### src/rtl/fupd_pkg.sv
package fupd_pkg;

   // results one word can cause: a bad escape flushes two bytes, then the end flushes one
   localparam int RES_MAX     = 3;
   localparam int RES_W       = $clog2(RES_MAX + 1);
   localparam int QUEUE_DEPTH = 4;
   localparam int PREFIX_LEN  = 7;

   localparam logic [7:0] CH_SLASH    = 8'h2F;
   localparam logic [7:0] CH_PERCENT  = 8'h25;
   localparam logic [7:0] CH_QUESTION = 8'h3F;
   localparam logic [7:0] CH_HASH     = 8'h23;

   typedef struct packed {
      logic [7:0] in_byte;
      logic       has_byte;
      logic       uri_end;
   } req_type;

   typedef struct packed {
      logic [7:0] out_byte;
      logic       byte_valid;
      logic       path_last;
      logic       rejected;
   } rsp_type;

   typedef struct packed {
      logic [RES_W-1:0]          count;
      rsp_type [RES_MAX-1:0]     item;
   } res_group_type;

   // "file://"
   function automatic logic [7:0] scheme_char(input logic [2:0] idx);
      logic [7:0] ch;
      case (idx)
         3'd0:    ch = 8'h66;
         3'd1:    ch = 8'h69;
         3'd2:    ch = 8'h6C;
         3'd3:    ch = 8'h65;
         3'd4:    ch = 8'h3A;
         3'd5:    ch = 8'h2F;
         3'd6:    ch = 8'h2F;
         default: ch = 8'h00;
      endcase
      return ch;
   endfunction

   // {valid, nibble}
   function automatic logic [4:0] hex_decode(input logic [7:0] c);
      logic [4:0] r;
      r = 5'b0_0000;
      if (c >= 8'h30 && c <= 8'h39) begin
         r = {1'b1, 4'(c - 8'h30)};
      end else if (c >= 8'h61 && c <= 8'h66) begin
         r = {1'b1, 4'(c - 8'h57)};
      end else if (c >= 8'h41 && c <= 8'h46) begin
         r = {1'b1, 4'(c - 8'h37)};
      end
      return r;
   endfunction

endpackage

### src/rtl/file_uri_percent_decoder.sv
// file:// URI to path decoder.
// req channel: one word per URI byte (in_byte, has_byte), uri_end on the last
//   word of a URI; a word with has_byte 0 and uri_end 1 closes a URI with no
//   byte, e.g. an empty one.
// rsp channel: path bytes in order (byte_valid 1). The last word of every URI
//   has path_last 1; if no byte is left to carry it, it is a word with
//   byte_valid 0, and then rejected tells whether prefix was missing or no slash came after a host.
// Timing: a req word is decoded in the cycle it is accepted and its results
//   land in a 4-entry result queue at that edge; the first rsp word is valid
//   the next cycle. One req word per cycle is sustained while rsp_ready is high
//   and each word makes at most one result; a word that makes 2 or 3 results
//   (bad escape, flush at end) sends them one rsp word at a time through the
//   one-word-per-cycle queue read port.
// req_ready is high while the queue has room for 3 results, so it depends
//   only on registered fill, never on rsp_ready in the same cycle.
// Stall: when rsp_ready is low results wait in the queue and req_ready drops
//   once fill passes 1; nothing is lost.
// Reset: synchronous; queue empties and decoding restarts at prefix match.
module file_uri_percent_decoder
   import fupd_pkg::*;
(
   input  logic    clock,
   input  logic    reset,
   input  logic    req_valid,
   output logic    req_ready,
   input  req_type req_word,
   output logic    rsp_valid,
   input  logic    rsp_ready,
   output rsp_type rsp_word
);

   logic                                go;
   logic                                dec_at_start;
   res_group_type                       dec_group;
   logic                                q_has_room;
   logic [$clog2(QUEUE_DEPTH + 1)-1:0]  q_fill;

   // word accepted: decode it now, push its results this edge
   assign go        = req_valid && req_ready;
   assign req_ready = q_has_room;

   fupd_decode u_decode (
      .clock    (clock),
      .reset    (reset),
      .go       (go),
      .req_word (req_word),
      .group    (dec_group),
      .at_start (dec_at_start)
   );

   fupd_queue u_queue (
      .clock     (clock),
      .reset     (reset),
      .group     (dec_group),
      .rsp_ready (rsp_ready),
      .rsp_valid (rsp_valid),
      .rsp_word  (rsp_word),
      .has_room  (q_has_room),
      .fill      (q_fill)
   );

`ifndef SYNTH
   // end of URI always returns decoder to its start state
   a_end_restarts : assert property (@(posedge clock) disable iff (reset)
      go && req_word.uri_end |=> dec_at_start)
      else $error("decoder not at start after end of URI");

   // pushed results always fit in the queue
   a_no_overflow : assert property (@(posedge clock) disable iff (reset)
      (int'(q_fill) + int'(dec_group.count)) <= QUEUE_DEPTH)
      else $error("result queue overflow");

   // a rejection only comes on an empty closing word
   a_reject_form : assert property (@(posedge clock) disable iff (reset)
      rsp_valid && rsp_word.rejected |-> rsp_word.path_last && !rsp_word.byte_valid)
      else $error("rejected set on a non-final or byte-carrying word");
`endif

endmodule

### src/rtl/fupd_decode.sv
module fupd_decode
   import fupd_pkg::*;
(
   input  logic          clock,
   input  logic          reset,
   input  logic          go,
   input  req_type       req_word,
   output res_group_type group,
   output logic          at_start
);

   typedef enum logic [2:0] {
      PH_PREFIX,
      PH_AFTER,
      PH_SKIP,
      PH_DECODE,
      PH_DONE,
      PH_REJECT
   } phase_type;

   phase_type  phase_ff, phase_in;
   logic [2:0] prefix_index_ff, prefix_index_in;
   logic [1:0] held_count_ff, held_count_in;
   logic [7:0] held_byte_ff, held_byte_in;

   logic [7:0]             c;
   logic [4:0]             c_hex;
   logic [4:0]             held_hex;
   logic                   c_stop;
   logic                   c_pct;
   logic                   flush_pct;
   logic                   flush_held;
   logic                   do_plain;
   logic                   rej;
   logic [RES_W-1:0]       n_v;
   rsp_type [RES_MAX-1:0]  res_item;

   assign c        = req_word.in_byte;
   assign c_hex    = hex_decode(c);
   assign held_hex = hex_decode(held_byte_ff);
   assign c_stop   = (c == CH_QUESTION) || (c == CH_HASH);
   assign c_pct    = (c == CH_PERCENT);

   always_comb begin
      phase_in        = phase_ff;
      prefix_index_in = prefix_index_ff;
      held_count_in   = held_count_ff;
      held_byte_in    = held_byte_ff;
      flush_pct       = 1'b0;
      flush_held      = 1'b0;
      do_plain        = 1'b0;
      rej             = 1'b0;
      n_v             = '0;
      res_item        = '0;

      if (go && req_word.has_byte) begin
         case (phase_ff)
            PH_PREFIX: begin
               if (prefix_index_ff != 3'(PREFIX_LEN) && c == scheme_char(prefix_index_ff)) begin
                  if (prefix_index_ff == 3'(PREFIX_LEN - 1)) begin
                     phase_in        = PH_AFTER;
                     prefix_index_in = '0;
                  end else begin
                     prefix_index_in = prefix_index_ff + 3'd1;
                  end
               end else begin
                  phase_in = PH_REJECT;
               end
            end
            PH_AFTER, PH_SKIP: begin
               if (c == CH_SLASH) begin
                  phase_in    = PH_DECODE;
                  res_item[n_v] = {c, 1'b1, 1'b0, 1'b0};
                  n_v         = n_v + RES_W'(1);
               end else begin
                  phase_in = PH_SKIP;
               end
            end
            PH_DECODE: begin
               case (held_count_ff)
                  2'd0: begin
                     do_plain = 1'b1;
                  end
                  2'd1: begin
                     if (c_hex[4]) begin
                        held_byte_in  = c;
                        held_count_in = 2'd2;
                     end else begin
                        flush_pct     = 1'b1;
                        do_plain      = 1'b1;
                        held_count_in = 2'd0;
                     end
                  end
                  default: begin
                     held_count_in = 2'd0;
                     if (c_hex[4]) begin
                        res_item[n_v] = {held_hex[3:0], c_hex[3:0], 1'b1, 1'b0, 1'b0};
                        n_v           = n_v + RES_W'(1);
                     end else begin
                        flush_pct  = 1'b1;
                        flush_held = 1'b1;
                        do_plain   = 1'b1;
                     end
                  end
               endcase
               if (flush_pct) begin
                  res_item[n_v] = {CH_PERCENT, 1'b1, 1'b0, 1'b0};
                  n_v           = n_v + RES_W'(1);
               end
               if (flush_held) begin
                  res_item[n_v] = {held_byte_ff, 1'b1, 1'b0, 1'b0};
                  n_v           = n_v + RES_W'(1);
               end
               if (do_plain) begin
                  if (c_stop) begin
                     phase_in = PH_DONE;
                  end else if (c_pct) begin
                     held_count_in = 2'd1;
                  end else begin
                     res_item[n_v] = {c, 1'b1, 1'b0, 1'b0};
                     n_v           = n_v + RES_W'(1);
                  end
               end
            end
            default: begin
            end
         endcase
      end

      if (go && req_word.uri_end) begin
         // pending escape goes out as written
         if (phase_in == PH_DECODE && held_count_in != 2'd0) begin
            res_item[n_v] = {CH_PERCENT, 1'b1, 1'b0, 1'b0};
            n_v           = n_v + RES_W'(1);
            if (held_count_in != 2'd1) begin
               res_item[n_v] = {held_byte_in, 1'b1, 1'b0, 1'b0};
               n_v           = n_v + RES_W'(1);
            end
         end
         rej = (phase_in == PH_PREFIX) || (phase_in == PH_SKIP) || (phase_in == PH_REJECT);
         if (n_v == '0) begin
            res_item[0] = {8'h00, 1'b0, 1'b1, rej};
            n_v         = RES_W'(1);
         end else begin
            res_item[n_v - RES_W'(1)].path_last = 1'b1;
         end
         phase_in        = PH_PREFIX;
         prefix_index_in = '0;
         held_count_in   = '0;
      end
   end

   assign group.count = n_v;
   assign group.item  = res_item;
   assign at_start    = (phase_ff == PH_PREFIX) && (prefix_index_ff == '0)
                        && (held_count_ff == '0);

   always_ff @(posedge clock) begin
      if (reset) begin
         phase_ff        <= PH_PREFIX;
         prefix_index_ff <= '0;
         held_count_ff   <= '0;
      end else begin
         phase_ff        <= phase_in;
         prefix_index_ff <= prefix_index_in;
         held_count_ff   <= held_count_in;
      end
   end

   always_ff @(posedge clock) begin
      held_byte_ff <= held_byte_in;
   end

endmodule

### src/rtl/fupd_queue.sv
module fupd_queue
   import fupd_pkg::*;
(
   input  logic                                 clock,
   input  logic                                 reset,
   input  res_group_type                        group,
   input  logic                                 rsp_ready,
   output logic                                 rsp_valid,
   output rsp_type                              rsp_word,
   output logic                                 has_room,
   output logic [$clog2(QUEUE_DEPTH + 1)-1:0]   fill
);

   localparam int PTR_W  = $clog2(QUEUE_DEPTH);
   localparam int FILL_W = $clog2(QUEUE_DEPTH + 1);

   rsp_type             entry_ff [QUEUE_DEPTH];
   logic [PTR_W-1:0]    wr_ptr_ff, wr_ptr_in;
   logic [PTR_W-1:0]    rd_ptr_ff, rd_ptr_in;
   logic [FILL_W-1:0]   fill_ff, fill_in;
   logic                pop;

   assign pop       = (fill_ff != '0) && rsp_ready;
   assign wr_ptr_in = wr_ptr_ff + PTR_W'(group.count);
   assign rd_ptr_in = rd_ptr_ff + PTR_W'(pop);
   assign fill_in   = fill_ff + FILL_W'(group.count) - FILL_W'(pop);

   assign rsp_valid = (fill_ff != '0);
   assign rsp_word  = entry_ff[rd_ptr_ff];
   assign has_room  = (fill_ff <= FILL_W'(QUEUE_DEPTH - RES_MAX));
   assign fill      = fill_ff;

   always_ff @(posedge clock) begin
      for (int k = 0; k < RES_MAX; k++) begin
         if (RES_W'(k) < group.count) begin
            entry_ff[wr_ptr_ff + PTR_W'(k)] <= group.item[k];
         end
      end
   end

   always_ff @(posedge clock) begin
      if (reset) begin
         wr_ptr_ff <= '0;
         rd_ptr_ff <= '0;
         fill_ff   <= '0;
      end else begin
         wr_ptr_ff <= wr_ptr_in;
         rd_ptr_ff <= rd_ptr_in;
         fill_ff   <= fill_in;
      end
   end

endmodule
### config.mk
export PLATFORM = sky130hd
export DESIGN_NAME = file_uri_percent_decoder
export DESIGN_NICKNAME = d
export VERILOG_FILES = /design/src/rtl/fupd_pkg.sv /design/src/rtl/file_uri_percent_decoder.sv /design/src/rtl/fupd_decode.sv /design/src/rtl/fupd_queue.sv
export SDC_FILE = /design/constraint.sdc
export NUM_CORES = 1
export LEC_CHECK = 0
export BUFFER_PORTS_ARGS = -buffer_cell sky130_fd_sc_hd__buf_4
export CORE_ASPECT_RATIO = 1.75
export CORE_MARGIN = 1
export CORE_UTILIZATION = 56
export CTS_BUF_LIST = sky130_fd_sc_hd__clkbuf_8
export DETAILED_ROUTE_END_ITERATION = 10
export PLACE_DENSITY = 0.74
export SYNTH_ARGS = -nofsm -noshare
export SYNTH_HDL_FRONTEND = slang
export SYNTH_SLANG_ARGS = --single-unit
### constraint.sdc
create_clock -name clock -period 16 [get_ports clock]
set_input_delay 0.8 -clock clock [delete_from_list [all_inputs] [get_ports clock]]
set_output_delay 0.8 -clock clock [all_outputs]
set_load 0.01 [all_outputs]
; After elaboration in Yosys (flattened, before gate mapping)
; Memory sizes are Yosys's and may differ from the RTL's. A register that Yosys moved wholly into a read port is not among the register bits.
; Index checks and enable logic that the tools add are counted.
[classes]
eq_ne = 20
add_sub_neg = 19
bitwise_logic = 6
magnitude_cmp = 28
n_reduce_logical = 33
mux = 105
[ops]
columns = op, count
row1 = 33-bit 2-to-1 mux, 14
row2 = 33-bit bitwise mux, 4
row3 = 11-bit demux with 2-bit select, 6
row4 = 11-bit 2-to-1 mux, 11
row5 = 2-bit 2-to-1 mux, 26
row6 = 8-bit 2-to-1 mux, 6
row7 = 22-bit 2-to-1 mux, 2
row8 = 21-bit NOT, 2
row9 = 7-bit case mux with 6 select lines, 1
row10 = 8-bit by 6-bit == test with 1-bit output (second input constant), 4
row11 = 8-bit by 7-bit greater-or-equal comparator with 1-bit output (second input constant), 4
row12 = 8-bit by 7-bit less-or-equal comparator with 1-bit output (second input constant), 4
row13 = 11-bit case mux with 2 select lines, 1
row14 = 21-bit bitwise AND, 1
row15 = 7-bit by 21-bit bitwise AND with 21-bit output, 1
row16 = 1-bit 2-to-1 mux, 19
row17 = 3-bit by 2-bit == test with 1-bit output (second input constant), 6
row18 = 1-bit logical AND, 18
row19 = 2-bit by 3-bit < comparator with 1-bit output (second input constant), 6
row20 = 3-bit 2-to-1 mux, 6
row21 = 8-bit by 6-bit greater-or-equal comparator with 1-bit output (second input constant), 2
row22 = 8-bit by 6-bit less-or-equal comparator with 1-bit output (second input constant), 2
row23 = 4-bit by 3-bit subtractor with 4-bit output (second input constant), 4
row24 = 5-bit 2-to-1 mux, 3
row25 = other kinds (31), 58
[word_totals]
mem_count = 1
inputBits = 14
mem_bits_rw = 44
word_cells = 219
regBits = 23
[mem_list]
columns = memory, depth, word_bits, rd, rd_ports_with_merged_regs, wr, line_no
row1 = u_queue.entry_ff, 4, 11, 1, 1, 3, fupd_queue.sv:17  ; rsp_type entry_ff [QUEUE_DEPTH];

; Depth between registers and ports, before layout
; Gate-level depths: netlist of run 1.
[depth]
ltp_word = 36
mapped_depth = 22
ltp_nobuf = 21

; Modules after synthesis
; A second synthesis of run 1 with hierarchy kept.
[hier_totals]
cells_unflattened = 678
area_unflattened_um2 = 5645.4
[modules_own_cells]
columns = module, cells_per_inst, area_per_inst_um2, instances
row1 = fupd_queue, 312, 2986.6, 1
row2 = fupd_decode, 365, 2652.5, 1
row3 = file_uri_percent_decoder, 1, 6.3, 1

; Worst setup path after synthesis of run 1
; No wires, ideal clock.
[synth_path]
path_kind = input-to-reg
from = input req_word[7] in the netlist's numbering
to = memory u_queue.entry_ff[3][0] in the netlist's numbering (enable)
path_stages = 18
arrival_ns = 5.317
slack_ns = 10.289
required_time_ns = 15.606
cell_sequence = buf_4 or3b_1 clkbuf_1 a211oi_2 o21ai_0 o31ai_1 inv_1 ha_1 a211oi_1 a21oi_4 ha_1 or2_2 nand2_1 o221ai_2 a31oi_2 buf_2 a21oi_1 o21ai_0
[synth_lines]
columns = item, line_no
row1 = "start, declared", file_uri_percent_decoder.sv:26  ; input req_type req_word,
row2 = "end, declared", fupd_queue.sv:17

==> results of run 1 <==
## worst max-delay path: cells and delay by family
kind | cells | cell delay (ps)
AO/OA/AOI/OAI | 9 | 3380
adder cells (fa/ha/maj) | 2 | 550
AND/OR/NAND/NOR | 3 | 980
buffers and inverters | 2 | 290
## sequential cells by signal, summed over array words and instances (netlist names)
register,flops
u_decode.held_count_ff,2
u_decode.held_byte_ff,8
u_queue.fill,3
u_queue.rd_ptr_ff,2
u_decode.phase_ff,3
u_decode.prefix_index_ff,3
u_queue.wr_ptr_ff,2
u_queue.entry_ff,44
## through the flow
step | worst slack (ps) | power (W) | cell area [sq um] | instances
2_1_floorplan | 10290 | 0.000296 | 5730 | 659
3_3_place_gp | 9820 | 0.000334 | 5920 | 775
3_5_place_dp | 9590 | 0.000340 | 5920 | 775
4_1_cts | 9950 | 0.000490 | 6130 | 791
5_1_grt | 9640 | 0.000511 | 6130 | 791
6_report | 9950 | 0.000490 | 6130 | 791
## cells in the final DEF (no fill, tap or decap), types with 7 or more instances in the layout
master	instances
o22ai_1	11
a21o_1	8
ha_1	22
nand3_1	13
and3_1	11
clkbuf_8	9
a22oi_1	7
nand4_1	7
and2_1	9
a211oi_1	9
dfxtp_1	23
xnor2_1	9
o21bai_1	7
inv_1	31
nand2b_1	7
a31oi_1	8
nor2b_1	10
edfxtp_1	44
o21ai_1	8
mux4_2	11
a21oi_1	57
nor2_1	68
nor3_1	22
o21ai_0	54
mux2i_1	13
nand2_1	41
buf_4	33
## power breakdown
part	internal, W	leakage, nW	total [W]	switching, W
sequential	0.000195	0.642	0.000213	0.0000178
clock	0.0000863	0.116	0.000153	0.0000666
combinational	0.0000608	1.46	0.000124	0.0000632
## metal layers
layer / track usage [%] / up-vias
li1: - / 2499
met1: 31.9 / 2585
met2: 65.6 / 262
met3: 5.84 / 98
met4: 26.1 / 0
met5: 0 / -
## final cells by class
type / instances / area, sq um
Fill cell: 885 / 3780
Multi-Input combinational cell: 520 / 3620
Sequential cell: 67 / 1780
Timing Repair Buffer: 33 / 248
Tap cell: 125 / 156
Clock buffer: 9 / 124
Inverter: 30 / 115
Clock inverter: 7 / 86.3
## kinds of logic (layout without fill, tap and decap cells)
group	after synthesis	in the layout	share of synthesized area, %
xor+xnor	13	13	1.99
simple gates	219	219	20.1
mux	26	26	6.98
fa+ha+maj	24	24	5.32
buf+inv	72	79	5.78
compound gates	238	238	28.8
flops	67	67	31.1
## final timing paths
| check | startpoint | endpoint | slack (ps) | cells after the start |
|---|---|---|---|---|
| hold reg to reg | u_queue.fill[2] | u_queue.fill[2] | 590 | 2 |
| hold / removal | u_queue.fill[2] | u_queue.fill[2] | 590 | 2 |
| setup / recovery | req_word[5] | u_queue.entry_ff[1][10] | 9950 | 16 |
| setup reg to reg | u_decode.phase_ff[0] | u_queue.entry_ff[1][10] | 10780 | 11 |
==> summary.md, run 1 <==
| Metric | Value |
|---|---|
| Met3 routed WL | `924 um` |
| Starting Density | `57.9%` |
| Drt drc | `0` |
| DP HPWL | `14300 um` |
| Fin crit period | `6050 ps` |
| Clock-pin slew on the worst setup and hold paths | `70 ps` |
| Root Buffer Master | `clkbuf_8` |
| Wl on met1 | `6040 um` |
| Leak Pwr | `2.22 nW` |
| Max-cap violations | `0` |
| Yosys warns | `0` |
| Setup TNS | `0 ps` |
| Max Fclk | `165 MHz` |
| Top cell type by total area after synthesis | `edfxtp_1` |
| Cell Pwr Density | `79.9 mW/mm^2` |
| Antenna cells | `0` |
| Status | `completed` |
| Setup crit start kind | `input port` |
| Net Count, Synth | `696` |
| IO Pins | `27` |
| Initial antenna violation count | `0` |
| Largest net degree at the start of global routing | `23` |
| Slew Limit Fails | `0` |
| Vias in the first global route | `5224` |
| Total track usage | `34.5%` |
| ANT nets after route | `0` |
| Setup Crit Path Kind | `in -> reg` |
| Final worst path period share | `37.8%` |
| Clock Skew | `16.9 ps` |
| Max IR drop VDD | `0.0688 mV` |
| Layout net count | `698` |
| Share of layout cells above drive strength 1 | `14.3%` |
| Least-Margin Pin Slew | `1100 ps` |
| DIE WIDTH | `78.5 um` |
| Ys flop type | `edfxtp_1` |
| CP max stage cell | `a21oi_1` |
| Top post-synthesis cells by area | `edfxtp_1, dfxtp_1, a21oi_1` |
| Rows | `48` |
| GPL Wtd Cong | `0.949` |
| CTS tree | `done` |
| Routed WL | `18000 um` |
| Syn Area/Cell | `8.70 sq um` |
| Arrival time worst endpoint | `6010 ps` |
| Vias | `5444` |
| Hold Buf Count CTS | `0` |
| Post-CTS setup buffers | `0` |
| WL met2 | `9620 um` |
| Commonest cells in the netlist | `nor2_1, a21oi_1, o21ai_0` |
| Synth async-reset ratio | `0%` |
| Longest Clk Path Bufs | `2` |
| Crit. End Element | `register` |
| Port bufs | `26` |
| Layout area overhead | `6.94%` |
| Post-Syn Area | `0.00573 sq mm` |
| Post-synth EDFFs | `44` |
| Slew headroom | `27.0%` |
| Worst EP required | `15970 ps` |
| WHS | `593 ps` |
| Number of H-tree levels | `3` |
| Top layer in use | `met4` |
| Vias/cell | `6.88` |
| # resized after CTS | `0` |
| Crit-path max cell delay | `860 ps` |
| 1st-iter DRT viols | `456` |
| CP max FO | `18` |
| Die height | `136 um` |
| Final setup fails | `0` |
| Die area | `0.0107 sq mm` |
| Total CTS buffers | `9` |
| Clock sinks | `67` |
| Tightest Hold Check Type | `reg -> reg` |
| Unique masters post-synth | `86` |
| Drt first pass iters | `6` |
| Clk Latency, worst-skew pair | `360 ps` |
| RSZ-0062 raised after global routing | `no` |
| Global-route wire length before repair | `27300 um` |
| Total gr overflow | `0` |
| Post-layout util | `61.9%` |
| Hold Violations, Final | `0` |
| Number of synthesized register bits | `67` |
| CORE AREA | `0.00991 sq mm` |
| Crit path cell chain | `buf_4, or4b_4, a311oi_2, o21ai_0, o31ai_1, inv_1, ha_1, a211oi_1, a21oi_4, ha_1, or2_2, nand2_1, o221ai_2, a31oi_2, a21oi_1, a21oi_1` |
| Count leader, synth | `nor2_1` |
| Drt wl/cell | `22.7 um` |
| Post-synthesis cell count | `659` |
| Sequential cell area fraction in the yosys report | `31.1%` |
| Synth top area share | `23.0%` |
No activity file was read; power rests on OpenSTA's default activity.
==> run 2: changes to the inputs <==
- clock period: 16 -> 5.9 ns (I/O delays scaled with it)
==> run 2 against run 1 <==
Against the previous run:
- count of clock-buffer cells in the layout is the same
- wire length shrank 4.4%
- global-route usage shrank 0.33 points
- combinational power grew to 2.7 times the previous value
- final cell count grew 0.51%
- first-iteration DRC count grew 47%
- via count grew 0.83%
- die area is the same
- sequential power grew to 2.7 times the previous value
- sequential share of layout area is essentially flat
- worst hold slack lost 410 ps
- largest power group unchanged
- highest routed layer unchanged
==> summary.md, run 2 (same netlist as run 1, synthesis figures left out) <==
| Metric | Value |
|---|---|
| Cell Pwr Density | `206 mW/mm^2` |
| Commonest cells after routing, fill and taps aside | `nor2_1, a21oi_1, o21ai_0` |
| GPL Wtd Cong | `1.04` |
| Flop-to-flop setup slack | `1100 ps` |
| Clock Skew | `12.7 ps` |
| Reg2reg path depth | `12` |
| Clock-pin slew on the worst setup and hold paths | `70 ps` |
| Top reg by flops | `u_queue.entry_ff` |
| Die height | `136 um` |
| Hold Violations, Final | `0` |
| RSZ-0062 raised after global routing | `no` |
| Max reg flops | `44` |
| Setup TNS | `0 ps` |
| CTS tree | `done` |
| ANT nets after route | `0` |
| Vias | `5489` |
| Rows | `48` |
| Least-Margin Pin Slew | `881 ps` |
| # resized after CTS | `0` |
| IO Pins | `27` |
| Status | `completed` |
| Total CTS buffers | `9` |
| Clock sinks | `67` |
| Total gr overflow | `0` |
| Share of layout cells above drive strength 1 | `14.5%` |
| Tightest Hold Check Type | `in -> reg` |
| Max IR drop VDD | `0.150 mV` |
| Clk Latency, worst-skew pair | `350 ps` |
| Hold Buf Count CTS | `0` |
| Setup crit start kind | `input port` |
| Largest registers | `u_queue.entry_ff (44), u_decode.held_byte_ff (8)` |
| CP max FO | `18` |
| Largest net degree at the start of global routing | `23` |
| Fillers | `882` |
| Setup Crit Path Kind | `in -> reg` |
| Hold Path Cell Cnt | `2` |
| DIE WIDTH | `78.5 um` |
| 1st-iter DRT viols | `672` |
| Port bufs | `26` |
| Root Buffer Master | `clkbuf_8` |
| Total track usage | `34.1%` |
| Longest Clk Path Bufs | `2` |
| Final setup fails | `0` |
| Slew Limit Fails | `0` |
| Die area | `0.0107 sq mm` |
| Leak Pwr | `2.23 nW` |
| Fin crit period | `5180 ps` |
| Layout net count | `702` |
| CORE AREA | `0.00991 sq mm` |
| Layout area overhead | `6.92%` |
| Max-cap violations | `0` |
| Commonest non-fill, non-tap cell in the layout | `nor2_1` |
| Drt drc | `0` |
| Initial antenna violation count | `0` |
| WHS | `179 ps` |
| Number of H-tree levels | `3` |
| Drt first pass iters | `6` |
| Worst EP required | `6000 ps` |
| Max Fclk | `193 MHz` |
| Post-CTS setup buffers | `0` |
| Global-route wire length before repair | `27400 um` |
| Final worst path period share | `87.7%` |
| Starting Density | `57.9%` |
| Vias in the first global route | `5344` |
| Antenna cells | `0` |
| Drt wl/cell | `21.6 um` |
| Arrival time worst endpoint | `5280 ps` |
| Post-layout util | `61.9%` |
| DP HPWL | `13500 um` |
| Crit. End Element | `register` |
| Routed WL | `17200 um` |
| Vias/cell | `6.90` |
| Slew headroom | `41.2%` |
==> run 2: changes by cell type in the layout (fill, tap and decap cells not counted) <==
cell,before,now
buf_4,33,37
bufinv_16,2,1
clkinv_1,0,1
clkinv_4,1,0
inv_1,31,32
==> run 2: worst max-delay path, cell delays in order <==
cell      delay (ps)
buf_4            180
or4b_4           540
a311oi_2         510
o21ai_0          280
o31ai_1          160
inv_1            110
ha_1             280
a211oi_1         340
a21oi_4          190
ha_1             260
or2_2            330
nand2_1          110
o221ai_2         220
a31oi_2          620
and2_1           520
nor2_1           100
a22o_1           210
==> run 2: report_power, final <==
part	internal, W	switching [W]
Sequential	0.000530	0.0000464
Clock	0.000188	0.000170
Combinational	0.000166	0.000167
==> run 2: final cells by class <==
| type | count | area [sq um] | share of cell area, % |
|---|---|---|---|
| inverter | 30 | 115 | 1.88 |
| timing repair buffer | 37 | 278 | 4.53 |
| sequential | 67 | 1780 | 29.1 |
| clock inverter | 7 | 55.1 | 0.898 |
| multi-input combinational | 520 | 3620 | 59.1 |
| clock buffer | 9 | 124 | 2.02 |
| tap | 125 | 156 | 2.55 |
==> run 2: final timing paths <==
path / startpoint / to
worst min register to register: u_queue.fill[2] / u_queue.fill[2]
worst min-delay path: reset / u_queue.rd_ptr_ff[1]
worst max register to register: u_decode.phase_ff[0] / u_queue.entry_ff[3][6]
worst max-delay path: req_word[5] / u_queue.entry_ff[3][6]
==> run 2: metrics by stage <==
stage	power (W)	cells	cell area (sq um)	setup WS [ps]
2_1_floorplan	0.000802	659	5730	694
3_3_place_gp	0.000908	779	5950	635
4_1_cts	0.00127	795	6130	805
6_report	0.00127	795	6130	723
3_5_place_dp	0.000921	779	5950	442
5_1_grt	0.00132	795	6130	391
==> run 2: per-layer routing <==
layer	part of all wire, %	GRT usage, %	wire [um]
met1	34	34.1	5860
met2	53	63.4	9040
met3	5.1	4.63	878
met4	8.2	24.9	1410
met5	0	0	0
==> run 3: changes to the inputs <==
- CORE_UTILIZATION: 56 -> 55
- PLACE_DENSITY: 0.74 -> 0.73
==> run 3 against run 2 <==
Against the previous run:
- fmax up 4.9%
- final cell count up 0.50%
- sequential power about the same
- core utilization down 1.6 points
- clock power down 7.8%
- global-route usage up 1.2 points
- count of clock-buffer cells in the layout unchanged
- largest power group unchanged
- highest routed layer unchanged
==> summary.md, run 3 (same netlist as run 1, synthesis figures left out) <==
| Metric | Value |
|---|---|
| Status | `completed` |
| Crit-path leading delay family | `compound AO/OA/AOI/OAI gates` |
| Final setup fails | `0` |
| Post-CTS setup buffers | `0` |
| # resized after CTS | `0` |
| CORE AREA | `0.0102 sq mm` |
| Vias in the first global route | `5299` |
| Critical path origin | `req_word[5]` |
| Starting Density | `56.3%` |
| Total CTS buffers | `9` |
| Setup crit start kind | `input port` |
| Setup TNS | `0 ps` |
| Arrival time worst endpoint | `5040 ps` |
| Placed Area | `0.00597 sq mm` |
| Drt wl/cell | `22.8 um` |
| Clock-pin slew on the worst setup and hold paths | `70 ps` |
| Worst r2r src | `u_decode.phase_ff[0]` |
| Clock Skew | `16.2 ps` |
| Total power | `0.00124 W` |
| Top reg by flops | `u_queue.entry_ff` |
| Crit-path max cell delay | `620 ps` |
| Max Fclk | `203 MHz` |
| Final design instance area without fill | `0.00613 sq mm` |
| Least-Margin Pin Slew | `945 ps` |
| Rows | `49` |
| Max IR drop VDD | `0.218 mV` |
| Total track usage | `35.4%` |
| Initial antenna violation count | `0` |
| Number of H-tree levels | `3` |
| Max reg flops | `44` |
| Die area | `0.0109 sq mm` |
| Commonest cells after routing, fill and taps aside | `nor2_1, a21oi_1, o21ai_0` |
| CP max stage cell | `a31oi_2` |
| Antenna cells | `0` |
| Cell Pwr Density | `202 mW/mm^2` |
| Min-delay src | `reset` |
| Leak Pwr | `2.22 nW` |
| Die height | `137 um` |
| Root Buffer Master | `clkbuf_8` |
| Share of layout cells above drive strength 1 | `15.0%` |
| Max-cap violations | `0` |
| Layout net count | `704` |
| Commonest non-fill, non-tap cell in the layout | `nor2_1` |
| CTS tree | `done` |
| 1st-iter DRT viols | `443` |
| DP HPWL | `14400 um` |
| Vias | `5413` |
| Crit. End Element | `register` |
| Clk Latency, worst-skew pair | `370 ps` |
| Hold Violations, Final | `0` |
| Routed WL | `18300 um` |
| IO Pins | `27` |
| GPL Wtd Cong | `0.994` |
| Bufs and invs on worst path | `3` |
| Drt first pass iters | `7` |
| Layout area overhead | `6.92%` |
| Slew Limit Fails | `0` |
| Worst EP required | `6010 ps` |
| Port bufs | `26` |
| Setup Crit Path Kind | `in -> reg` |
| CP max FO | `18` |
| DIE WIDTH | `79.2 um` |
| RSZ-0062 raised after global routing | `no` |
| Largest net degree at the start of global routing | `23` |
| Longest Clk Path Bufs | `2` |
| Slew headroom | `37.0%` |
| Vias/cell | `6.77` |
| Final worst path period share | `83.6%` |
| Global-route wire length before repair | `28400 um` |
| Drt drc | `0` |
| Hold Buf Count CTS | `0` |
| Total gr overflow | `0` |
| Largest registers | `u_queue.entry_ff (44), u_decode.held_byte_ff (8)` |
| Crit path cell chain | `buf_4, or4b_4, a311oi_2, buf_4, o21ai_0, o31ai_1, inv_1, ha_1, a211oi_1, a21oi_4, ha_1, or2_2, nand2_1, o221ai_2, a31oi_2, and2_1, nor2_1, a22o_1` |
| ANT nets after route | `0` |
| Clock sinks | `67` |
| Tightest Hold Check Type | `in -> reg` |
| Fin crit period | `4930 ps` |
run 3: worst paths after layout:
kind	to	slack, ps	cells after the start
setup / recovery	u_queue.entry_ff[3][6]	970	18
hold / removal	u_queue.rd_ptr_ff[1]	150	2
setup reg to reg	u_queue.entry_ff[3][6]	1110	12
hold reg to reg	u_queue.fill[2]	600	2
run 3: area by class of cell:
cell class	instances	area, sq um
Timing Repair Buffer	39	293
Tap cell	127	159
Clock inverter	7	37.5
Fill cell	922	4050
Inverter	30	115
Clock buffer	9	124
Sequential cell	67	1780
Multi-Input combinational cell	520	3620
run 3: stage by stage:
| step | worst slack, ps | util [%] | hold slack [ps] | std cells |
|---|---|---|---|---|
| 2_1_floorplan | 694 | - | 367 | 659 |
| 4_1_cts | 988 | 60.2 | 150 | 799 |
| 5_1_grt | 564 | 60.2 | 168 | 799 |
| 6_report | 967 | 60.2 | 153 | 799 |
| 3_5_place_dp | 622 | 58.7 | 530 | 783 |
| 3_3_place_gp | 731 | 58.7 | 522 | 783 |
run 3: power breakdown:
part	internal [W]	switching [W]	total, W
logic	0.000166	0.000168	0.000334
registers	0.000529	0.0000469	0.000576
clock network	0.000147	0.000182	0.000329
total	0.000842	0.000398	0.00124
run 3: layer usage:
| layer | GRT usage, % | routed length, um | vias to the layer above |
|---|---|---|---|
| li1 | - | - | 2508 |
| met1 | 34.4 | 6130 | 2516 |
| met2 | 64.4 | 9750 | 283 |
| met3 | 6.07 | 964 | 106 |
| met4 | 27.8 | 1410 | 0 |
| met5 | 0 | 0 | - |
run 3: worst register-to-register path, stage by stage, from the launching register on:
cell and delay, ps:
dfxtp_1 460, and3b_1 500, nand2_1 380, o31ai_2 710
inv_1 150, ha_1 270, or2_2 320, nand2_1 110
o221ai_2 210, a31oi_2 620, and2_1 520, nor2_1 100
a22o_1 200
